$ cat src/hdl/crce_pkg.sv
`timescale 1ns / 1ps
// ----------------------------------------------------------------------------
// crce_pkg
// Shared constants, codes and payload types of the closed-loop spline
// evaluator.
// ----------------------------------------------------------------------------
package crce_pkg;

	localparam int MAX_POINTS  = 256;
	localparam int MAX_DIMS    = 16;
	localparam int EMIT_LIMIT  = 16;
	localparam int DIM_LIM     = (MAX_DIMS < EMIT_LIMIT) ? MAX_DIMS : EMIT_LIMIT;
	localparam int MIN_LOOP    = 3;
	localparam int COPY_COMPS  = 2;

	localparam int PT_W        = $clog2(MAX_POINTS);
	localparam int DIM_W       = $clog2(MAX_DIMS);
	localparam int ADDR_W      = PT_W + DIM_W;
	localparam int RAM_DEPTH   = MAX_POINTS * MAX_DIMS;

	localparam int VAL_W       = 32;
	localparam int FRAC_W      = 16;
	localparam int SEG_W       = VAL_W - FRAC_W;
	localparam int CNT_W       = 9;
	localparam int DIMS_W      = 5;
	localparam int COMP_W      = 4;
	localparam int PIDX_W      = 8;
	localparam int DIMS_RESET  = 16;

	localparam int OUT_DEPTH   = 16;
	localparam int OUT_PTR_W   = $clog2(OUT_DEPTH);
	localparam int OUT_CNT_W   = $clog2(OUT_DEPTH + 1);

	typedef enum logic {
		OP_LOAD = 1'b0,
		OP_EVAL = 1'b1
	} op_t;

	typedef enum logic {
		CFG_POINT_COUNT = 1'b0,
		CFG_DIMS        = 1'b1
	} cfg_idx_t;

	typedef enum logic [2:0] {
		ST_CLEAR,
		ST_IDLE,
		ST_WRAP,
		ST_SETUP,
		ST_ISSUE
	} state_t;

	typedef struct packed {
		op_t                      operation;
		logic [PIDX_W-1:0]        point_index;
		logic [COMP_W-1:0]        component_index;
		logic signed [VAL_W-1:0]  load_value;
		logic signed [VAL_W-1:0]  param;
	} in_item_t;

	typedef struct packed {
		logic [COMP_W-1:0]        out_component;
		logic signed [VAL_W-1:0]  out_value;
		logic                     last;
	} out_item_t;

	// four read ports: p0, p1, p2, p3 of the current component
	typedef struct packed {
		logic                     we;
		logic [ADDR_W-1:0]        waddr;
		logic [VAL_W-1:0]         wdata;
		logic [3:0][ADDR_W-1:0]   raddr;
	} ram_req_t;

	typedef struct packed {
		logic                     valid;
		logic [COMP_W-1:0]        comp;
		logic                     last;
		logic                     copy;
		logic [FRAC_W-1:0]        frac;
	} issue_t;

endpackage

$ cat src/hdl/crce_rem.sv
`timescale 1ns / 1ps
// ----------------------------------------------------------------------------
// crce_rem
// Restoring remainder unit: one numerator bit per cycle, over all sixteen bits.
// ----------------------------------------------------------------------------
module crce_rem (
	input  logic                        clk,
	input  logic                        arst_n,
	input  logic                        start,
	input  logic [crce_pkg::SEG_W-1:0]  num,
	input  logic [crce_pkg::CNT_W-1:0]  den,
	output logic                        done,
	output logic [crce_pkg::CNT_W-1:0]  rem
);

	localparam int STEP_W = $clog2(crce_pkg::SEG_W);

	logic                        run_q;
	logic                        done_q;
	logic [STEP_W-1:0]           step_q;
	logic [crce_pkg::SEG_W-1:0]  num_q;
	logic [crce_pkg::CNT_W-1:0]  rem_q;
	logic [crce_pkg::CNT_W:0]    trial;
	logic [crce_pkg::CNT_W:0]    den_x;

	assign trial = {rem_q, num_q[crce_pkg::SEG_W-1]};
	assign den_x = {1'b0, den};

	always_ff @(posedge clk or negedge arst_n) begin
		if (!arst_n) begin
			run_q  <= 1'b0;
			done_q <= 1'b0;
			step_q <= '0;
		end else begin
			done_q <= 1'b0;
			if (start) begin
				run_q  <= 1'b1;
				step_q <= '0;
			end else if (run_q) begin
				step_q <= step_q + STEP_W'(1);
				if (step_q == STEP_W'(crce_pkg::SEG_W - 1)) begin
					run_q  <= 1'b0;
					done_q <= 1'b1;
				end
			end
		end
	end

	always_ff @(posedge clk) begin
		if (start) begin
			num_q <= num;
			rem_q <= '0;
		end else if (run_q) begin
			num_q <= num_q << 1;
			if (trial >= den_x) begin
				rem_q <= crce_pkg::CNT_W'(trial - den_x);
			end else begin
				rem_q <= crce_pkg::CNT_W'(trial);
			end
		end
	end

	assign done = done_q;
	assign rem  = rem_q;

endmodule

$ cat src/hdl/crce_ctl.sv
`timescale 1ns / 1ps
// ----------------------------------------------------------------------------
// crce_ctl
// Configuration registers, point store clearing and loading, parameter wrap
// and per-component read sequencing.
// ----------------------------------------------------------------------------
module crce_ctl (
	input  logic                        clk,
	input  logic                        arst_n,
	input  logic                        cfg_we,
	input  logic                        cfg_index,
	input  logic [crce_pkg::CNT_W-1:0]  cfg_data,
	input  logic                        cmd_valid,
	output logic                        cmd_stall,
	input  crce_pkg::in_item_t          cmd,
	input  logic                        credit_ok,
	output crce_pkg::ram_req_t          ram,
	output crce_pkg::issue_t            iss
);

	localparam int SEG_X = crce_pkg::SEG_W + 1;
	localparam int CNT_X = crce_pkg::CNT_W + 1;

	crce_pkg::state_t state_q, state_d;

	logic [crce_pkg::ADDR_W-1:0]      clr_addr_q;
	logic [crce_pkg::CNT_W-1:0]       count_q;
	logic [crce_pkg::DIMS_W-1:0]      dims_q;
	logic [crce_pkg::CNT_W-1:0]       cnt_eff, cnt_eff_q;
	logic [crce_pkg::DIMS_W-1:0]      dims_eff, dims_eff_q;
	logic                             copy_q;
	logic [crce_pkg::PT_W-1:0]        seg_q;
	logic [crce_pkg::FRAC_W-1:0]      frac_q;
	logic [3:0][crce_pkg::PT_W-1:0]   q_q;
	logic [crce_pkg::COMP_W-1:0]      d_q;

	logic                             accept;
	logic                             is_eval;
	logic signed [crce_pkg::SEG_W-1:0] seg_raw;
	logic                             in_range;
	logic                             use_curve;
	logic                             rem_start;
	logic [crce_pkg::SEG_W-1:0]       rem_num;
	logic                             rem_done;
	logic [crce_pkg::CNT_W-1:0]       rem_val;
	logic                             last_d;
	logic                             load_ok;
	logic [CNT_X-1:0]                 s1p, s2p;

	assign accept   = cmd_valid && !cmd_stall;
	assign is_eval  = (cmd.operation == crce_pkg::OP_EVAL);
	assign seg_raw  = cmd.param[crce_pkg::VAL_W-1:crce_pkg::FRAC_W];
	assign rem_num  = -seg_raw;

	assign cnt_eff  = (int'(count_q) > crce_pkg::MAX_POINTS) ?
		crce_pkg::CNT_W'(crce_pkg::MAX_POINTS) : count_q;
	assign dims_eff = (dims_q == '0) ? crce_pkg::DIMS_W'(1) :
		(int'(dims_q) > crce_pkg::DIM_LIM) ? crce_pkg::DIMS_W'(crce_pkg::DIM_LIM) : dims_q;

	// param below count*2^16 is the same as its integer part below count
	assign in_range  = $signed(SEG_X'(seg_raw)) < $signed(SEG_X'(cnt_eff));
	assign use_curve = (int'(cnt_eff) >= crce_pkg::MIN_LOOP) && in_range;
	assign rem_start = accept && is_eval && use_curve && seg_raw[crce_pkg::SEG_W-1];

	assign load_ok = (int'(cmd.point_index) < crce_pkg::MAX_POINTS) &&
		(int'(cmd.component_index) < crce_pkg::MAX_DIMS);

	assign last_d = ({1'b0, d_q} == (dims_eff_q - crce_pkg::DIMS_W'(1)));

	assign s1p = CNT_X'(seg_q) + CNT_X'(1);
	assign s2p = CNT_X'(seg_q) + CNT_X'(2);

	crce_rem u_rem (
		.clk    (clk),
		.arst_n (arst_n),
		.start  (rem_start),
		.num    (rem_num),
		.den    (cnt_eff_q),
		.done   (rem_done),
		.rem    (rem_val)
	);

	always_comb begin
		state_d = state_q;
		case (state_q)
			crce_pkg::ST_CLEAR: begin
				if (clr_addr_q == crce_pkg::ADDR_W'(crce_pkg::RAM_DEPTH - 1)) begin
					state_d = crce_pkg::ST_IDLE;
				end
			end
			crce_pkg::ST_IDLE: begin
				if (accept && is_eval) begin
					state_d = rem_start ? crce_pkg::ST_WRAP : crce_pkg::ST_SETUP;
				end
			end
			crce_pkg::ST_WRAP: begin
				if (rem_done) begin
					state_d = crce_pkg::ST_SETUP;
				end
			end
			crce_pkg::ST_SETUP: begin
				state_d = crce_pkg::ST_ISSUE;
			end
			crce_pkg::ST_ISSUE: begin
				if (credit_ok && last_d) begin
					state_d = crce_pkg::ST_IDLE;
				end
			end
			default: begin
				state_d = crce_pkg::ST_IDLE;
			end
		endcase
	end

	always_comb begin
		cmd_stall = 1'b1;
		ram.we    = 1'b0;
		ram.waddr = clr_addr_q;
		ram.wdata = '0;
		for (int i = 0; i < 4; i++) begin
			ram.raddr[i] = {q_q[i], crce_pkg::DIM_W'(d_q)};
		end
		iss.valid = 1'b0;
		iss.comp  = d_q;
		iss.last  = last_d;
		iss.copy  = copy_q || (int'(d_q) < crce_pkg::COPY_COMPS);
		iss.frac  = frac_q;
		case (state_q)
			crce_pkg::ST_CLEAR: begin
				ram.we = 1'b1;
			end
			crce_pkg::ST_IDLE: begin
				cmd_stall = 1'b0;
				if (cmd_valid && !is_eval && load_ok) begin
					ram.we    = 1'b1;
					ram.waddr = {crce_pkg::PT_W'(cmd.point_index),
						crce_pkg::DIM_W'(cmd.component_index)};
					ram.wdata = cmd.load_value;
				end
			end
			crce_pkg::ST_ISSUE: begin
				iss.valid = credit_ok;
			end
			default: begin
				cmd_stall = 1'b1;
			end
		endcase
	end

	always_ff @(posedge clk or negedge arst_n) begin
		if (!arst_n) begin
			state_q    <= crce_pkg::ST_CLEAR;
			clr_addr_q <= '0;
			count_q    <= '0;
			dims_q     <= crce_pkg::DIMS_W'(crce_pkg::DIMS_RESET);
			d_q        <= '0;
		end else begin
			state_q <= state_d;
			if (state_q == crce_pkg::ST_CLEAR) begin
				clr_addr_q <= clr_addr_q + crce_pkg::ADDR_W'(1);
			end
			if (cfg_we) begin
				if (cfg_index == crce_pkg::CFG_POINT_COUNT) begin
					count_q <= cfg_data;
				end else begin
					dims_q <= cfg_data[crce_pkg::DIMS_W-1:0];
				end
			end
			if (accept && is_eval) begin
				d_q <= '0;
			end else if (state_q == crce_pkg::ST_ISSUE && credit_ok) begin
				d_q <= d_q + crce_pkg::COMP_W'(1);
			end
		end
	end

	always_ff @(posedge clk) begin
		if (accept && is_eval) begin
			cnt_eff_q  <= cnt_eff;
			dims_eff_q <= dims_eff;
			copy_q     <= !use_curve;
			frac_q     <= use_curve ? cmd.param[crce_pkg::FRAC_W-1:0] : '0;
			seg_q      <= (use_curve && !seg_raw[crce_pkg::SEG_W-1]) ?
				crce_pkg::PT_W'(seg_raw) : '0;
		end else if (state_q == crce_pkg::ST_WRAP && rem_done) begin
			// negative segment wraps upward: count minus the remainder
			seg_q <= (rem_val == '0) ? '0 : crce_pkg::PT_W'(cnt_eff_q - rem_val);
		end
		if (state_q == crce_pkg::ST_SETUP) begin
			if (copy_q) begin
				q_q <= '0;
			end else begin
				q_q[0] <= (seg_q == '0) ? crce_pkg::PT_W'(cnt_eff_q - crce_pkg::CNT_W'(1)) :
					seg_q - crce_pkg::PT_W'(1);
				q_q[1] <= seg_q;
				q_q[2] <= (s1p == CNT_X'(cnt_eff_q)) ? '0 : crce_pkg::PT_W'(s1p);
				q_q[3] <= (s2p >= CNT_X'(cnt_eff_q)) ?
					crce_pkg::PT_W'(s2p - CNT_X'(cnt_eff_q)) : crce_pkg::PT_W'(s2p);
			end
		end
	end

	a_seg_bound: assert property (@(posedge clk) disable iff (!arst_n)
		(state_q == crce_pkg::ST_SETUP && !copy_q) |-> (CNT_X'(seg_q) < CNT_X'(cnt_eff_q)))
		else $error("wrapped segment not below point count");

	a_rem_wrap: assert property (@(posedge clk) disable iff (!arst_n)
		rem_done |-> (state_q == crce_pkg::ST_WRAP))
		else $error("remainder finished outside the wrap state");

	a_last_idle: assert property (@(posedge clk) disable iff (!arst_n)
		(iss.valid && iss.last) |=> (state_q == crce_pkg::ST_IDLE))
		else $error("final component issued but sequencer did not return to idle");

	a_no_wr_issue: assert property (@(posedge clk) disable iff (!arst_n)
		(state_q == crce_pkg::ST_ISSUE) |-> !ram.we)
		else $error("point store written while components are being read");

endmodule

$ cat config.mk
export PLATFORM = sky130hd
export DESIGN_NAME = crce_ctl
export DESIGN_NICKNAME = d
export VERILOG_FILES = /design/src/hdl/crce_pkg.sv /design/src/hdl/crce_rem.sv /design/src/hdl/crce_ctl.sv
export SDC_FILE = /design/constraint.sdc
export NUM_CORES = 1
export LEC_CHECK = 0
export BUFFER_PORTS_ARGS = -buffer_cell sky130_fd_sc_hd__buf_2
export CORE_UTILIZATION = 50
export DETAILED_ROUTE_END_ITERATION = 12
export GPL_TIMING_DRIVEN = 0
export PLACE_DENSITY = 0.79
export SYNTH_ARGS = -nofsm -noshare
export SYNTH_HDL_FRONTEND = slang
export SYNTH_SLANG_ARGS = --single-unit
export TNS_END_PERCENT = 10
$ cat constraint.sdc
create_clock -name clk -period 4.2 [get_ports clk]
set_input_delay 0.84 -clock clk [delete_from_list [all_inputs] [get_ports clk]]
set_output_delay 0.84 -clock clk [all_outputs]
set_load 0.02 [all_outputs]
==> metrics.txt, run 1 <==
status=completed; PD cells=593 nW/um2; FF-to-FF path depth=11; WL/cell=between 15 and 20 um; Hold Path End=clr_addr_q[10]; Hold Crit Depth=1; CTS tree=built; worst slew pin tran=~0.9 ns; global-route wire length before repair=approximately 33,000 um; reg-to-reg startpoint=seg_q[1]; Post-CTS Resized=0; global routing's busiest layer=met2; Placed Area=9790 um2; P_leak=roughly 0.0048 uW; Iteration-0 DRC Markers=between 500 and 600; most used cell, CP=buf_2; Final min period=approximately 3.5 ns; EDFF count, synth=87; async set-reset flop share out of synthesis=between 20% and 30%; fin area=approximately 10,000 um2; grt total ovfl=0; number of synthesized register bits=~140; Avg Cell Area, Syn=~9.9 um2; Routed Antenna Nets=0; unrepaired setup endpoints after global routing=false; worst reg2reg setup slack=~0.75 ns; Max rail drop VDD=roughly 0.43 mV; Mapped Area=around 8500 um2; CP max FO=10; area leader, netlist=edfxtp_1; hold_buf cts=0; GRT Overall Usage=about a quarter; IO Pins=between 200 and 250; Worst-Skew Late Latency=0.43 ns; Synth warnings=0; cells after synthesis=~850; Starting Density=51.2%; port buffer count=~210; crit end category=output port; total number of vias=7,139; Final Routed Wirelength=between 20,000 and 25,000 um; Nets=~1,200; final setup fails=0; Worst Min Path Start=clr_addr_q[10]; postcts setup bufs=0; row cnt=47; simple-gate share of the synthesized area=between 10% and 20%; Root Driver=clkbuf_16; Die ar.=between 15,000 and 20,000 um2; non-filler cells, final=1,312; DRC=0; adder-cell share of the synthesized area=between 7 and 8%; Max-Slew Margin vs Limit=around two fifths; cell with the most instances after synthesis=edfxtp_1; largest net degree at the start of global routing=40; met1 usage in global routing=between 30% and 40%; vias in the first global route=6,531; die height=between 100 and 150 um; xor/xnor share of the synthesized area=7.18%; main combinational cell family by area after synthesis=simple AND/OR/NAND/NOR gates; max-cap violation count=0; Final Slew Violations=0; Core ar.=roughly 17,000 um2; Mapped Nets=990; post-synthesis sequential area ratio=between 40% and 50%; crit path cell chain=clkbuf_1, nor2_1, nand2_1, nor3b_2, buf_2, mux2_2, buf_2; buffer and inverter count on the worst path=3; met2 usage=38.0%; crit-path leading delay family=simple AND/OR/NAND/NOR gates; DP Wirelength=approximately 15,000 um; worst min path class=register to register; Antenna Cells=0; top post-synthesis cells by area=edfxtp_1 31%, dfrtp_1 11%, ha_1 6.5%; achievable frequency=0.282 GHz; Longest Clk Path Bufs=2; initial antenna violation count=0; arrival time of the worst setup path=2.71 ns; FF-to-FF End=ram[10]; clk slew on worst S/H paths=roughly 0.060 ns; fin util=63.0%; CP Class=register to output port; Worst path max stage delay=~0.52 ns; dominant synthesized flop cell=edfxtp_1; Synth top area share=~30%; Synth Area in Compound Gates=11.4%; Setup crit start kind=register; Num Clock Sinks=135; met3 GRT Util=between 5 and 6%; post-synthesis mux area share=a little over 4%; period utilization=~84%; top cells by count, synth=87 x edfxtp_1, 71 x nor2_1, 70 x inv_1, 54 x nand2_1, 44 x ha_1; critical path required time=between 3 and 4 ns; P&R area growth vs syn=23.1%; dpl cells=roughly 1,300; Placer Congestion=between 0.9 and 1; Fill cells=roughly 1,400; Slowest cell on crit path=nor3b_2; router iterations before antenna repair=5; Cell variety after synth=74; Die X-Extent=roughly 130 um; H-Tree Depth=4; clk_skew=around 0.0064 ns; share of cells above drive strength 1=between 20% and 30%; clock buffer count from CTS=17; DR vias/cell=5.44; Hold Fails Final Rpt=0
-- per-stage QoR --
stage	setup WS [ns]	power [uW]	hold WS, ns	TNS (ns)
2_1_floorplan	1.06	3930	0.462	0
3_3_place_gp	-0.135	4540	0.494	-0.393
3_5_place_dp	0.826	4620	0.497	0
4_1_cts	0.666	6180	0.506	0
5_1_grt	0.448	6540	0.541	0
6_report	0.655	6180	0.505	0
-- logic make-up (layout without fill, tap and decap cells) --
family / count (synthesis) / count (layout)
XOR/XNOR: 63 / 63
buffers and inverters: 121 / 362
adder cells (fa/ha/maj): 47 / 47
AND/OR/NAND/NOR: 310 / 310
flip-flops: 135 / 135
AO/OA/AOI/OAI: 144 / 144
multiplexers: 31 / 31
-- per-layer routing --
layer,vias up,part of all wire [%]
met1,3364,44
met2,254,48
met5,-,0
met4,0,1.7
met3,32,5.7
li1,3489,-
-- flip-flops by register name, indices dropped and copies added (netlist names), 3 cells and up --
| register | flops |
|---|---|
| u_rem.num_q | 16 |
| frac_q | 16 |
| dims_q | 5 |
| clr_addr_q | 12 |
| state_q | 3 |
| u_rem.step_q | 4 |
| dims_eff_q | 5 |
| seg_q | 8 |
| cnt_eff_q | 9 |
| ram | 32 |
| count_q | 9 |
| d_q | 4 |
| u_rem.rem | 9 |
-- worst max-delay path by stage --
stage	from	cells after the start	to	slack, ns
final	state_q[1]	7	ram[87]	0.65
after global routing	state_q[1]	7	ram[87]	0.45
after CTS	state_q[1]	7	ram[87]	0.67
after detailed placement	seg_q[1]	11	ram[10]	0.83
after global placement	cmd[76]	5	seg_q[7]	-0.13
after floorplan	cmd[76]	4	seg_q[7]	1.06
-- cell type report --
type | instances | area (um2) | area share, %
Clock buffer | 26 | 532 | 5.11
Inverter | 72 | 270 | 2.60
Buffer | 49 | 270 | 2.60
Timing Repair Buffer | 209 | 1060 | 10.2
Sequential cell | 135 | 3770 | 36.2
Clock inverter | 6 | 85.1 | 0.817
Multi-Input combinational cell | 595 | 4150 | 39.8
Tap cell | 220 | 275 | 2.64
-- cell usage in the layout (no fill, tap or decap), types with 25 or more instances in the layout --
master,count
nor2_1,71
clkbuf_1,26
nand2_1,54
o21ai_0,33
and2_1,37
dfrtp_1,38
a21oi_1,35
edfxtp_1,87
ha_1,44
nor3_1,35
buf_2,213
inv_1,70
xnor2_1,37
mux2_2,26
nand3_1,25
-- where the power goes --
group | switching, uW | internal (uW)
sequential | 271 | 1850
combinational | 1490 | 1030
clock | 544 | 991
total | 2300 | 3870
Power figures use the tool's default switching activity.
==> inputs of run 2 (changes only) <==
--- a/config.mk
+++ b/config.mk
@@ -6,10 +6,10 @@
 export NUM_CORES = 1
 export LEC_CHECK = 0
 export BUFFER_PORTS_ARGS = -buffer_cell sky130_fd_sc_hd__buf_2
-export CORE_UTILIZATION = 50
+export CORE_UTILIZATION = 49
 export DETAILED_ROUTE_END_ITERATION = 12
 export GPL_TIMING_DRIVEN = 0
-export PLACE_DENSITY = 0.79
+export PLACE_DENSITY = 0.8
 export SYNTH_ARGS = -nofsm -noshare
 export SYNTH_HDL_FRONTEND = slang
 export SYNTH_SLANG_ARGS = --single-unit
==> constraint.sdc (replaced) <==
create_clock -name clk -period 3 [get_ports clk]
set_input_delay 0.6 -clock clk [delete_from_list [all_inputs] [get_ports clk]]
set_output_delay 0.6 -clock clk [all_outputs]
set_load 0.02 [all_outputs]
==> run 2 against run 1 <==
- the run now ends with setup timing left
- utilization increased by 0.77 points
- largest power group unchanged
- via count increased by 4.1%
- final area rose by 2.3%
- sequential cell count stayed put
- first-iteration DRC count rose by 9.5%
==> metrics.txt, run 2 (synthesis results as in run 1) <==
Final min period=~3 ns; row cnt=47 (unchanged); CP max FO=5 (was 10); Die ar.=17,800 um2 (was 17,400 um2); max-cap violation count=0 (unchanged); initial antenna violation count=0 (unchanged); share of cells above drive strength 1=31.5% (was 28.2%); Power Total=8720 uW (was 6180 uW); Max rail drop VDD=0.506 mV (was 0.426 mV); dpl cells=1,280 (unchanged); CP Class=register to register (was register to output port); Fill cells=1,342 (was 1,391); worst slew pin tran=0.891 ns (was 0.900 ns); final setup fails=2 (was 0); Root Driver=clkbuf_16 (unchanged); Longest Clk Path Bufs=2 (unchanged); fin util=63.8% (was 63.0%); Max-Slew Margin vs Limit=40.6% (was 40.0%); most frequent cells in the layout=214 x buf_2, 87 x edfxtp_1, 71 x nor2_1 (was 213 x buf_2, 87 x edfxtp_1, 71 x nor2_1); Setup crit start kind=register (unchanged); largest net degree at the start of global routing=40 (unchanged); global-route wire length before repair=34,100 um (was 32,700 um); clock buffer count from CTS=17 (unchanged); Antenna Cells=0 (unchanged); unrepaired setup endpoints after global routing=true (was false); DR vias/cell=5.57 (was 5.44); Die X-Extent=133 um (was 132 um); dpl ws=-0.446 ns (was 0.826 ns); router iterations before antenna repair=5 (unchanged); Worst-Skew Late Latency=0.42 ns (was 0.43 ns); post-route setup slack=-0.0696 ns (was 0.655 ns); total number of vias=7,430 (was 7,139); P_leak=0.00491 uW (was 0.00477 uW); die height=133 um (was 132 um); DP Wirelength=15,400 um (was 15,300 um); critical path required time=3.22 ns (was 3.36 ns); Core ar.=16,700 um2 (was 16,500 um2); hold_buf cts=0 (unchanged); Routed Antenna Nets=0 (unchanged); CTS tree=built (unchanged); non-filler cells, final=1,333 (was 1,312); port buffer count=208 (unchanged); Starting Density=50.6% (was 51.2%); grt total ovfl=0 (unchanged); commonest non-fill, non-tap cell in the layout=buf_2 (unchanged); Hold Fails Final Rpt=0 (unchanged); IO Pins=209 (unchanged); Setup TNS=-0.0930 ns (was 0 ns); PD cells=819 nW/um2 (was 593 nW/um2); DRC=0 (unchanged); Final Slew Violations=0 (unchanged); H-Tree Depth=4 (unchanged); P&R area growth vs syn=26.0% (was 23.1%); status=finished, violations left (was completed); GRT Overall Usage=24.2% (was 23.7%); Final Routed Wirelength=21,300 um (was 20,300 um); worst min path class=input pin to asynchronous set/reset pin (was register to register); period utilization=102%; clk_skew=0.00667 ns (was 0.00644 ns); Nets=1,239 (was 1,218); Iteration-0 DRC Markers=577 (was 527); number of flip-flops in the largest register=32 (unchanged); vias in the first global route=6,996 (was 6,531); Placer Congestion=0.926 (was 0.905); arrival time of the worst setup path=3.29 ns (was 2.71 ns); Num Clock Sinks=135 (unchanged); WL/cell=16.0 um (was 15.5 um); violated checks=setup timing; crit end category=register (was output port); clk slew on worst S/H paths=0.06 ns (about the same); achievable frequency=between 0.3 and 0.4 GHz
-- run 2: per-layer routing --
layer  global-route usage (%)  share of wire [%]
met4                     10.5                2.8
met3                     5.29                7.0
met1                     31.0                 42
met2                     39.6                 48
met5                        0                  0
-- run 2: cell type report --
cell class	count	area [um2]	share of cell area, %
buffer	48	264	2.48
tap	220	275	2.58
sequential	135	3770	35.4
timing repair buffer	231	1230	11.5
inverter	72	273	2.56
clock inverter	9	80.1	0.752
multi-input combinational	595	4240	39.8
clock buffer	23	522	4.90
-- run 2: repair_timing --
action / in CTS / in global routing
gates cloned: 0 / 0
gates resized for setup: 15 / 13
pin swaps: 4 / 3
hold endpoints to repair: 0 / 0
setup endpoints to repair: 55 / 69
buffers inserted: 19 / 5
-- run 2: path summary, 6_finish.rpt --
path,startpoint,cells after the start,to,slack [ns]
worst max-delay path,seg_q[2],10,ram[47],-0.07
worst min-delay path,arst_n,1,clr_addr_q[7],0.30
worst max register to register,seg_q[2],10,ram[47],-0.07
worst min register to register,clr_addr_q[10],1,clr_addr_q[10],0.51
max in group asynchronous,arst_n,1,dims_q[0],2.15
min in group clk,cfg_data[8],3,count_q[8],0.38
-- run 2: power by group --
group | internal [uW] | switching (uW)
logic | 1500 | 2150
clock network | 1310 | 795
registers | 2590 | 374
-- run 2: through the flow --
step,hold slack [ns],instance area [um2]
floorplan,0.304,8450
global placement,0.495,9770
detailed placement,0.496,9790
CTS,0.309,10600
global route,0.366,10600
finish,0.296,10600
-- run 2: critical path, stage by stage, from the launching register on --
cell,delay (ns)
edfxtp_1,0.44
ha_2,0.28
inv_1,0.06
or3_1,0.36
xnor2_1,0.17
ha_1,0.35
and3_1,0.26
nand4_1,0.21
a21oi_4,0.25
nor2_1,0.10
o41ai_2,0.38
